**config.mk**
```make
export PLATFORM = sky130hd
export DESIGN_NAME = flash_log_item_directory
export DESIGN_NICKNAME = d
export VERILOG_FILES = /design/src/flid_pkg.sv /design/src/flash_log_item_directory.sv
export SDC_FILE = /design/constraint.sdc
export NUM_CORES = 2
export LEC_CHECK = 0
export BUFFER_PORTS_ARGS = -buffer_cell sky130_fd_sc_hd__buf_2
export CORE_ASPECT_RATIO = 2
export CORE_MARGIN = 3
export CORE_UTILIZATION = 35
export DETAILED_ROUTE_END_ITERATION = 7
export HOLD_SLACK_MARGIN = 0.08
export PLACE_DENSITY = 0.56
export SKIP_CTS_REPAIR_TIMING = 1
export SLEW_MARGIN = 20
export SYNTH_ARGS = -nofsm -noshare
export SYNTH_HDL_FRONTEND = slang
export SYNTH_SLANG_ARGS = --single-unit
```
**constraint.sdc**
```tcl
create_clock -name i_clk -period 13.6 [get_ports i_clk]
set_input_delay 2.72 -clock i_clk [delete_from_list [all_inputs] [get_ports i_clk]]
set_output_delay 2.72 -clock i_clk [all_outputs]
set_load 0.005 [all_outputs]
```
**src/flid_pkg.sv**
```systemverilog
// ============================================================================
// flid_pkg
// Shared types and constants for the flash log item directory.
// ============================================================================
package flid_pkg;

    localparam int ID_W   = 8;
    localparam int ADDR_W = 24;
    localparam int LEN_W  = 24;
    localparam int BLK_W  = 8;
    localparam int OP_W   = 2;
    localparam int ENT_W  = ID_W + ADDR_W + LEN_W;

    localparam logic [ID_W-1:0] ID_EMPTY = 8'hFF;

    typedef enum logic [OP_W-1:0] {
        OP_RECORD     = 2'd0,
        OP_LOOKUP     = 2'd1,
        OP_INVALIDATE = 2'd2,
        OP_NONE       = 2'd3
    } t_op;

    typedef enum logic [4:0] {
        S_IDLE  = 5'b00001,
        S_SCAN  = 5'b00010,
        S_SHIFT = 5'b00100,
        S_TAIL  = 5'b01000,
        S_DONE  = 5'b10000
    } t_state;

    // Entry layout, lowest bits first: id, address, length.
    typedef struct packed {
        logic [LEN_W-1:0]  len;
        logic [ADDR_W-1:0] addr;
        logic [ID_W-1:0]   id;
    } t_entry;

endpackage

```
**src/flash_log_item_directory.sv**
```systemverilog
// ============================================================================
// flash_log_item_directory
// Directory of items in a flash log: record, lookup and erase-block invalidate
// over a single-port-write, registered-read entry memory.
// ============================================================================
// One transaction is handled at a time. Entries live in one memory read one
// entry per cycle with a registered read; the scan is pipelined so a new
// address is issued every cycle. Record fills the first slot that is empty or
// holds its id, else evicts the oldest: the shift toward the front copies
// every later entry through the memory port. Lookup scans from the last slot
// down, invalidate scans every slot, an unused operation code goes straight to
// the result. A new transaction is taken while the previous result still waits
// in the output register. Per-entry valid flops make the whole directory read
// as empty right after reset; no clearing pass is run.
module flash_log_item_directory #(
    parameter int ENTRY_COUNT = 35
) (
    input  logic        i_clk,
    input  logic        i_rst_n,
    input  logic        i_s_axis_tvalid,
    output logic        o_s_axis_tready,
    input  logic [63:0] i_s_axis_tdata,  // item_id, item_address, item_length, erase_block
    input  logic [1:0]  i_s_axis_tuser,  // operation
    output logic        o_m_axis_tvalid,
    input  logic        i_m_axis_tready,
    output logic [47:0] o_m_axis_tdata,  // found_address, found_length
    output logic [1:0]  o_m_axis_tuser   // found, evicted_oldest
);
    import flid_pkg::*;

    localparam int IW = (ENTRY_COUNT > 1) ? $clog2(ENTRY_COUNT) : 1;
    localparam logic [IW-1:0] LAST = IW'(ENTRY_COUNT - 1);

    // entry memory and valid bits
    t_entry                 r_mem [ENTRY_COUNT];
    t_entry                 r_mem_q;
    logic                   r_q_vld;
    logic [ENTRY_COUNT-1:0] r_vld;

    t_state            r_state, n_state;
    logic              r_issue, n_issue;
    logic [IW-1:0]     r_rd_idx, n_rd_idx;
    logic              r_ev, n_ev;
    logic [IW-1:0]     r_ev_idx, n_ev_idx;
    t_op               r_op, n_op;
    logic [ID_W-1:0]   r_id, n_id;
    logic [ADDR_W-1:0] r_addr, n_addr;
    logic [LEN_W-1:0]  r_len, n_len;
    logic [BLK_W-1:0]  r_blk, n_blk;
    logic              r_res_found, n_res_found;
    logic              r_res_evict, n_res_evict;
    logic [ADDR_W-1:0] r_res_addr, n_res_addr;
    logic [LEN_W-1:0]  r_res_len, n_res_len;
    logic              r_out_vld, n_out_vld;
    logic              r_out_found, n_out_found;
    logic              r_out_evict, n_out_evict;
    logic [ADDR_W-1:0] r_out_addr, n_out_addr;
    logic [LEN_W-1:0]  r_out_len, n_out_len;

    logic          w_in_acc;
    logic          w_we;
    logic [IW-1:0] w_waddr;
    t_entry        w_wdata;
    logic          w_vld_set;
    logic          w_vld_clr;
    t_entry        w_d;
    t_entry        w_new;
    logic          w_down;
    logic          w_issue_end;

    assign o_s_axis_tready = (r_state == S_IDLE);
    assign w_in_acc        = i_s_axis_tvalid & o_s_axis_tready;
    assign w_d             = r_q_vld ? r_mem_q : t_entry'('1);
    assign w_new           = '{len: r_len, addr: r_addr, id: r_id};
    assign w_down          = (r_op == OP_LOOKUP);
    assign w_issue_end     = w_down ? (r_rd_idx == '0) : (r_rd_idx == LAST);

    assign o_m_axis_tvalid = r_out_vld;
    assign o_m_axis_tdata  = {r_out_len, r_out_addr};
    assign o_m_axis_tuser  = {r_out_evict, r_out_found};

    always_comb begin
        n_state     = r_state;
        n_issue     = r_issue;
        n_rd_idx    = r_rd_idx;
        n_ev        = r_ev;
        n_ev_idx    = r_ev_idx;
        n_op        = r_op;
        n_id        = r_id;
        n_addr      = r_addr;
        n_len       = r_len;
        n_blk       = r_blk;
        n_res_found = r_res_found;
        n_res_evict = r_res_evict;
        n_res_addr  = r_res_addr;
        n_res_len   = r_res_len;
        n_out_vld   = r_out_vld;
        n_out_found = r_out_found;
        n_out_evict = r_out_evict;
        n_out_addr  = r_out_addr;
        n_out_len   = r_out_len;
        w_we        = 1'b0;
        w_waddr     = r_ev_idx;
        w_wdata     = w_d;
        w_vld_set   = 1'b0;
        w_vld_clr   = 1'b0;

        if (r_out_vld && i_m_axis_tready) begin
            n_out_vld = 1'b0;
        end

        // read issue, shared by the scan and the shift
        if ((r_state == S_SCAN) || (r_state == S_SHIFT)) begin
            n_ev     = r_issue;
            n_ev_idx = r_rd_idx;
            if (r_issue) begin
                if (w_issue_end) begin
                    n_issue = 1'b0;
                end else if (w_down) begin
                    n_rd_idx = r_rd_idx - IW'(1);
                end else begin
                    n_rd_idx = r_rd_idx + IW'(1);
                end
            end
        end

        case (r_state)
            S_IDLE: begin
                if (w_in_acc) begin
                    n_op        = t_op'(i_s_axis_tuser);
                    n_id        = i_s_axis_tdata[7:0];
                    n_addr      = i_s_axis_tdata[31:8];
                    n_len       = i_s_axis_tdata[55:32];
                    n_blk       = i_s_axis_tdata[63:56];
                    n_res_found = 1'b0;
                    n_res_evict = 1'b0;
                    n_res_addr  = '0;
                    n_res_len   = '0;
                    n_ev        = 1'b0;
                    case (t_op'(i_s_axis_tuser))
                        OP_RECORD, OP_INVALIDATE: begin
                            n_state  = S_SCAN;
                            n_issue  = 1'b1;
                            n_rd_idx = '0;
                        end
                        OP_LOOKUP: begin
                            n_state  = S_SCAN;
                            n_issue  = 1'b1;
                            n_rd_idx = LAST;
                        end
                        default: begin
                            n_state = S_DONE;
                            n_issue = 1'b0;
                        end
                    endcase
                end
            end
            S_SCAN: begin
                if (r_ev) begin
                    case (r_op)
                        OP_RECORD: begin
                            if ((w_d.id == ID_EMPTY) || (w_d.id == r_id)) begin
                                w_we      = 1'b1;
                                w_wdata   = w_new;
                                w_vld_set = 1'b1;
                                n_state   = S_DONE;
                                n_issue   = 1'b0;
                                n_ev      = 1'b0;
                            end else if (r_ev_idx == LAST) begin
                                n_state  = S_SHIFT;
                                n_issue  = 1'b1;
                                n_rd_idx = IW'(1);
                                n_ev     = 1'b0;
                            end
                        end
                        OP_LOOKUP: begin
                            if (w_d.id == r_id) begin
                                n_res_found = 1'b1;
                                n_res_addr  = w_d.addr;
                                n_res_len   = w_d.len;
                                n_state     = S_DONE;
                                n_issue     = 1'b0;
                                n_ev        = 1'b0;
                            end else if (r_ev_idx == '0) begin
                                n_state = S_DONE;
                                n_ev    = 1'b0;
                            end
                        end
                        OP_INVALIDATE: begin
                            if ((w_d.id != ID_EMPTY) && (w_d.addr[23:16] == r_blk)) begin
                                w_vld_clr = 1'b1;
                            end
                            if (r_ev_idx == LAST) begin
                                n_state = S_DONE;
                                n_ev    = 1'b0;
                            end
                        end
                        default: begin
                            n_state = S_DONE;
                            n_issue = 1'b0;
                            n_ev    = 1'b0;
                        end
                    endcase
                end
            end
            S_SHIFT: begin
                if (r_ev) begin
                    w_we      = 1'b1;
                    w_waddr   = r_ev_idx - IW'(1);
                    w_wdata   = w_d;
                    w_vld_set = 1'b1;
                    if (r_ev_idx == LAST) begin
                        n_state = S_TAIL;
                        n_ev    = 1'b0;
                    end
                end
            end
            S_TAIL: begin
                w_we        = 1'b1;
                w_waddr     = LAST;
                w_wdata     = w_new;
                w_vld_set   = 1'b1;
                n_res_evict = 1'b1;
                n_state     = S_DONE;
            end
            S_DONE: begin
                if (!r_out_vld || i_m_axis_tready) begin
                    n_out_vld   = 1'b1;
                    n_out_found = r_res_found;
                    n_out_evict = r_res_evict;
                    n_out_addr  = r_res_addr;
                    n_out_len   = r_res_len;
                    n_state     = S_IDLE;
                end
            end
            default: begin
                n_state = S_IDLE;
                n_issue = 1'b0;
                n_ev    = 1'b0;
            end
        endcase
    end

    // entry memory
    always_ff @(posedge i_clk) begin
        if (w_we) begin
            r_mem[w_waddr] <= w_wdata;
        end
        r_mem_q <= r_mem[r_rd_idx];
        r_q_vld <= r_vld[r_rd_idx];
    end

    always_ff @(posedge i_clk) begin
        if (!i_rst_n) begin
            r_vld <= '0;
        end else if (w_vld_set) begin
            r_vld[w_waddr] <= 1'b1;
        end else if (w_vld_clr) begin
            r_vld[w_waddr] <= 1'b0;
        end
    end

    always_ff @(posedge i_clk) begin
        if (!i_rst_n) begin
            r_state   <= S_IDLE;
            r_issue   <= 1'b0;
            r_ev      <= 1'b0;
            r_out_vld <= 1'b0;
        end else begin
            r_state   <= n_state;
            r_issue   <= n_issue;
            r_ev      <= n_ev;
            r_out_vld <= n_out_vld;
        end
    end

    always_ff @(posedge i_clk) begin
        r_rd_idx    <= n_rd_idx;
        r_ev_idx    <= n_ev_idx;
        r_op        <= n_op;
        r_id        <= n_id;
        r_addr      <= n_addr;
        r_len       <= n_len;
        r_blk       <= n_blk;
        r_res_found <= n_res_found;
        r_res_evict <= n_res_evict;
        r_res_addr  <= n_res_addr;
        r_res_len   <= n_res_len;
        r_out_found <= n_out_found;
        r_out_evict <= n_out_evict;
        r_out_addr  <= n_out_addr;
        r_out_len   <= n_out_len;
    end

endmodule

```
Yosys cells after proc, flatten, opt, wreduce, memory -nomap -nowiden
Memory sizes are Yosys's and may differ from the RTL's. A register that Yosys moved wholly into a read port is not among the register bits.
Cells that the tools add are included.

word-level totals
  register bits after elaboration = 222
  bits in writable memories = 1,960
  bits of input ports = 70
  output and inout bits = 52
  word-level logic and storage cells = 168
  memories kept = 1

memories
  name   depth  width  rd ports  clocked after Yosys merged registers in  wr ports  line                            RTL
  r_mem  35     56     1         1                                        1         flash_log_item_directory.sv:35  t_entry r_mem [ENTRY_COUNT];

cells by class
  $add $sub $neg = 3
  order comparisons = 3
  eq/ne operators = 25
  mux-type cells = 88
  bitwise gates (word level) = 4
  reduce and logical (&&, ||, !) cells = 23

operators by type and width
  cell                   number
  $mux W56               4
  $mux W24               7
  $pmux W56 S2           1
  $pmux W24 S2           2
  $mux W35               2
  $mux W6                10
  $mux W5                11
  $mux W1                37
  $pmux W6 S2            3
  $and A35 B35 Y35       1
  $not A35 Y35           1
  $or A35 B35 Y35        1
  $pmux W5 S5            1
  $eq A8 B8 Y1           2
  $pmux W5 S3            1
  $lt A6 B7 Y1 const B   2
  $eq A6 B6 Y1 const B   2
  $logic_not A6 Y1       2
  $pmux W1 S3            4
  $sub A6 B1 Y6 const B  2
  $eq A8 B8 Y1 const B   1
  $ne A2 B2 Y1 const B   4
  $ne A8 B8 Y1 const B   1
  $reduce_and A8 Y1      1
  27 further kinds       43

Longest topological paths before layout
  word-level depth = 11
  gate-level depth with buffers = 12
  mapped depth without buffers = 9

Worst setup path after synthesis
OpenSTA, ideal clock, no wires.

  path type = register -> register
  from = register r_ev_idx[0]
  to = memory r_mem[32][0] in the netlist's numbering, enable pin
  data arrival time = 6,007 ps
  required time = 13,047 ps
  setup slack = 7,040 ps
  stages on the path, launching flop included = 9
  path buffers = 1
  clock period less this slack = 6,560 ps
  cells stage by stage = edfxtp_1 > clkbuf_1 > inv_1 > ha_1 > and4b_1 > nand2_1 > a221oi_1 > nand2_1 > nor3b_1

on the way
  cells in the longest elaborated chain, start to end = 3

RTL lines
  item                    line                             RTL
  start, declared         flash_log_item_directory.sv:44   logic [IW-1:0] r_ev_idx, n_ev_idx;
  start signal, assigned  flash_log_item_directory.sv:279  r_ev_idx <= n_ev_idx;
  $sub A6 B1 Y6           flash_log_item_directory.sv:209  w_waddr = r_ev_idx - IW'(1);
  $mux W6                 flash_log_item_directory.sv:207  if (r_ev) begin
  $pmux W6 S2 *           flash_log_item_directory.sv:127  case (r_state)
  end, declared           flash_log_item_directory.sv:35

Mark *: on every way between the ends. The rest lies on a longest branch, timed or not.

==> results.md <==
Synth:
- The leading register cell type out of synthesis is edfxtp_1.
- The cell area after synthesis is 85300 um^2.
- The count of distinct cell types in the synthesized netlist is 64.
- The synthesized design contains 2238 register bits.
- After synthesis, the share of flip-flops with an asynchronous set or reset is 0%.
- The cell count after synthesis is 3977.
- Sorting the synthesized cells by area gives the leading types as edfxtp_1 75%, mux4_2 15%, dfxtp_1 2.5%.
- The count of flip-flops with a built-in enable after synthesis is 2132.
- For this run, the register share of the synthesized area comes to 77.6%.
- A synthesized cell averages 21.4 um^2.
- The post-synthesis cell type with the largest combined area is edfxtp_1.
- Yosys printed 0 warnings.
- Summed over its instances, the top area cell type makes up 75.1% of the synthesized netlist area.
- The number of nets produced by synthesis is 4051.

STA:
- For the pin with the worst max-slew slack, the measured transition is 1.10 ns.
- Setup repair after global routing left no endpoint under its margin.
- The timing-limited maximum frequency is 0.183 GHz.
- Setup violations remaining at the end of the flow were counted as 0.
- On the final layout, the worst clock skew is 0.111 ns.
- The final number of max-transition violations was 0.
- The final clock period utilization by the worst path is 40.2%.
- The total negative setup slack is 0 ns.
- The minimum period implied by the final worst setup slack is 5.46 ns.
- The normalized max-slew margin is 26.7%.
- The total count of hold-check failures in the final report is 0.

Floorplan:
- The die is 704 um tall.
- The initial cell density of the core is 35.3%.
- The total die area is 250000 um^2.
- The placeable core area is 242000 um^2.
- The initialized floorplan defines 255 standard-cell rows.
- The die is 355 um wide.
- The top-level I/O count is 122.

Global route:
- The sum of overflow across all layers after global routing is 0.
- The number of global-route vias before repair was 42.9k.
- The number of antenna violations at the first check in global routing came to 15.
- The total global routing track utilization is 18.6%.
- The first global-routing pass estimated 330 mm of wire.
- The maximum number of pins on one net before global-route repair is 132.

Critical path:
- The biggest fanout along the worst timing path is 42.
- The startpoint kind of the worst setup timing path is a register.
- The critical-path cell with the highest stage delay is buf_4.
- The critical path data required time is 14.10 ns.
- The type of element capturing the critical path is a register.
- The arrival time reported for the critical path endpoint is 5.96 ns.
- Walking the worst path, the cells encountered are clkinv_2 -> buf_4 -> nor4_1 -> o32ai_1 -> o21ai_2 -> a21oi_4 -> buf_4 -> buf_4 -> nor2_1 -> a21oi_4.
- The most used cell along the critical path is buf_4.
- The worst setup path is of the register to register kind.
- The largest single stage delay on the critical path is 0.80 ns.

Drt:
- The routed design has 235 mm of wire.
- The number of DRC markers after the initial detailed-route iteration is 4277.
- In the final routed layout, each cell accounts on average for 31.1 um.
- In this run the remaining antenna-violating nets after routing total 0.
- After detailed routing, the number of vias per cell comes to 5.42.
- The first detailed-routing pass ran for 7 iterations.
- The final routed DRC violation total is 0.
- The detailed router placed 40.9k vias in this run.

Finish:
- Cells with a size suffix above 1 make up 27.5% of the layout.
- The final-stage net count is 4251.
- The finished layout cell area is 97000 um^2.
- The layout-stage area growth over the synthesis result is 13.7%.

Outcome:
- The run finished with clean final reports.

Pwr:
- The analysis attributes to cell leakage a power of 28.6 nW.
- The maximum resistive drop on vdd is 0.000113 V.
- Power spread over the standard cell area amounts to 146 nW/um^2.

Placement:
- The placed wire-length estimate is 134 mm.
- During placement, the flow inserted port buffers numbering 121.
- After detailed placement, the total cell area comes to 90500 um^2.
- Routability-driven placement finished with a final weighted congestion of 0.825.

CTS:
- CTS built an H-tree with a depth of 4.
- The buffer depth of the longest clock path is 4.
- The insertion delay of the later-clocked pin in the worst-skew pair is 0.89 ns.
- The clock tree from TritonCTS is yes.
- Counting the buffers created by CTS gives 198.
- The root buffer selected by CTS is clkbuf_16.
- The TritonCTS sink count is 2238.
- After clock tree synthesis, the clock-pin slew on the worst setup and hold paths is 0.07 ns.

Job:
- The max-capacitance violation count is 0.

Min path:
- The type of the worst min-delay path is register to register.
[logic make-up (layout without fill, tap and decap cells)]
logic type,after synthesis,in the layout,share of synthesized area [%]
XOR/XNOR,17,17,0.175
flip-flops,2238,2238,77.6
AO/OA/AOI/OAI,326,326,2.18
other,0,6,0
AND/OR/NAND/NOR,438,438,2.35
buffers and inverters,266,624,1.24
adder cells (fa/ha/maj),4,4,0.0587
multiplexers,688,688,16.4
[cell usage after synthesis, types with 4 or more instances]
cell      number
mux4_2       570
clkbuf_1     121
xor2_1        10
o22ai_1        5
ha_1           4
nand2_1      146
o21ai_0      174
dfxtp_1      106
a21oi_1       69
o41ai_1        4
inv_1         46
nand3_1       11
buf_1         51
nor2_1       164
nand4_1       12
nor4_1         4
xnor2_1        7
nor2b_1        8
or4_1          4
o21a_1         8
a21boi_1      24
and3_1         4
buf_2         41
or3_1         23
or3b_2         4
edfxtp_1    2132
and2_1         4
a31oi_1        4
a21boi_0      10
nor3_1        13
mux2i_1      118
inv_2          4
nor3b_1        6
nand2b_1      14
nand3b_1       9
[through the flow]
step	setup WS (ns)	util (%)	instances	total power [mW]	hold slack, ns
finish	8.14	40.1	7553	14.1	0.415
global route	7.88	40.1	7548	14.6	0.428
CTS	7.97	40.1	7545	14.3	0.414
detailed placement	8.11	37.4	7187	8.68	0.405
global placement	7.90	37.3	7184	8.68	0.410
floorplan	7.04	-	3977	8.31	0.400
[final timing paths]
check                                   start                 endpoint  slack (ns)  cells past startpoint
setup / recovery              r_q_vld$_DFF_P_  r_mem[25][22]$_DFFE_PP_        8.14                     10
hold reg to reg   r_res_len[20]$_SDFFCE_PN0P_  r_out_len[20]$_DFFE_PP_        0.41                      0
setup reg to reg              r_q_vld$_DFF_P_  r_mem[25][22]$_DFFE_PP_        8.14                     10
hold / removal    r_res_len[20]$_SDFFCE_PN0P_  r_out_len[20]$_DFFE_PP_        0.41                      0
[critical path: cells and delay by family, from the launching register on]
family	cells	cell delay, ns
AND/OR/NAND/NOR	2	0.32
buffers and inverters	4	2.49
flip-flops	1	0.46
AO/OA/AOI/OAI	4	1.62
[layout make-up]
cell class                      count  area, um^2
Sequential cell                  2238       66200
Inverter                           50         268
Clock buffer                      264        5520
Multi-Input combinational cell   1473       18700
Tap cell                         3212        4020
Antenna cell                        6        15.0
Timing Repair Buffer              216        1490
Clock inverter                     94         862
Fill cell                       21471      145000
[power by group]
| part | switching [mW] | internal [mW] |
|---|---|---|
| Combinational | 0.461 | 0.346 |
| Sequential | 0.151 | 7.56 |
| Clock | 2.52 | 3.11 |
| Total | 3.13 | 11.0 |
[state kept, by name, summed over array words and instances, names as in the netlist, 2 cells and up, named ones only]
name,cells
r_addr,24
r_blk,8
r_ev_idx,6
r_id,8
r_len,24
r_mem,1960
r_mem_q,56
r_op,2
r_out_addr,24
r_out_len,24
r_rd_idx,6
r_res_addr,24
r_res_len,24
r_state,5
[layer usage]
metal | wire length [um] | GRT usage (%) | share of wire [%] | vias to the layer above
met5 | 13 | 0 | 0.0055 | -
met4 | 8420 | 6.20 | 3.6 | 2
met3 | 12400 | 2.14 | 5.3 | 418
met2 | 128000 | 34.3 | 54 | 1424
met1 | 86600 | 22.3 | 37 | 22276
li1 | - | - | - | 16809
[layout by cell type (no fill, tap or decap), drive strengths merged, types with 56 or more instances in the layout]
cell,instances
mux4,570
mux2i,118
nor2,164
a21oi,70
buf,216
clkbuf,264
inv,56
dfxtp,106
edfxtp,2132
clkinv,70
nand2,146
o21ai,175
No activity file was read; power rests on OpenSTA's default activity.
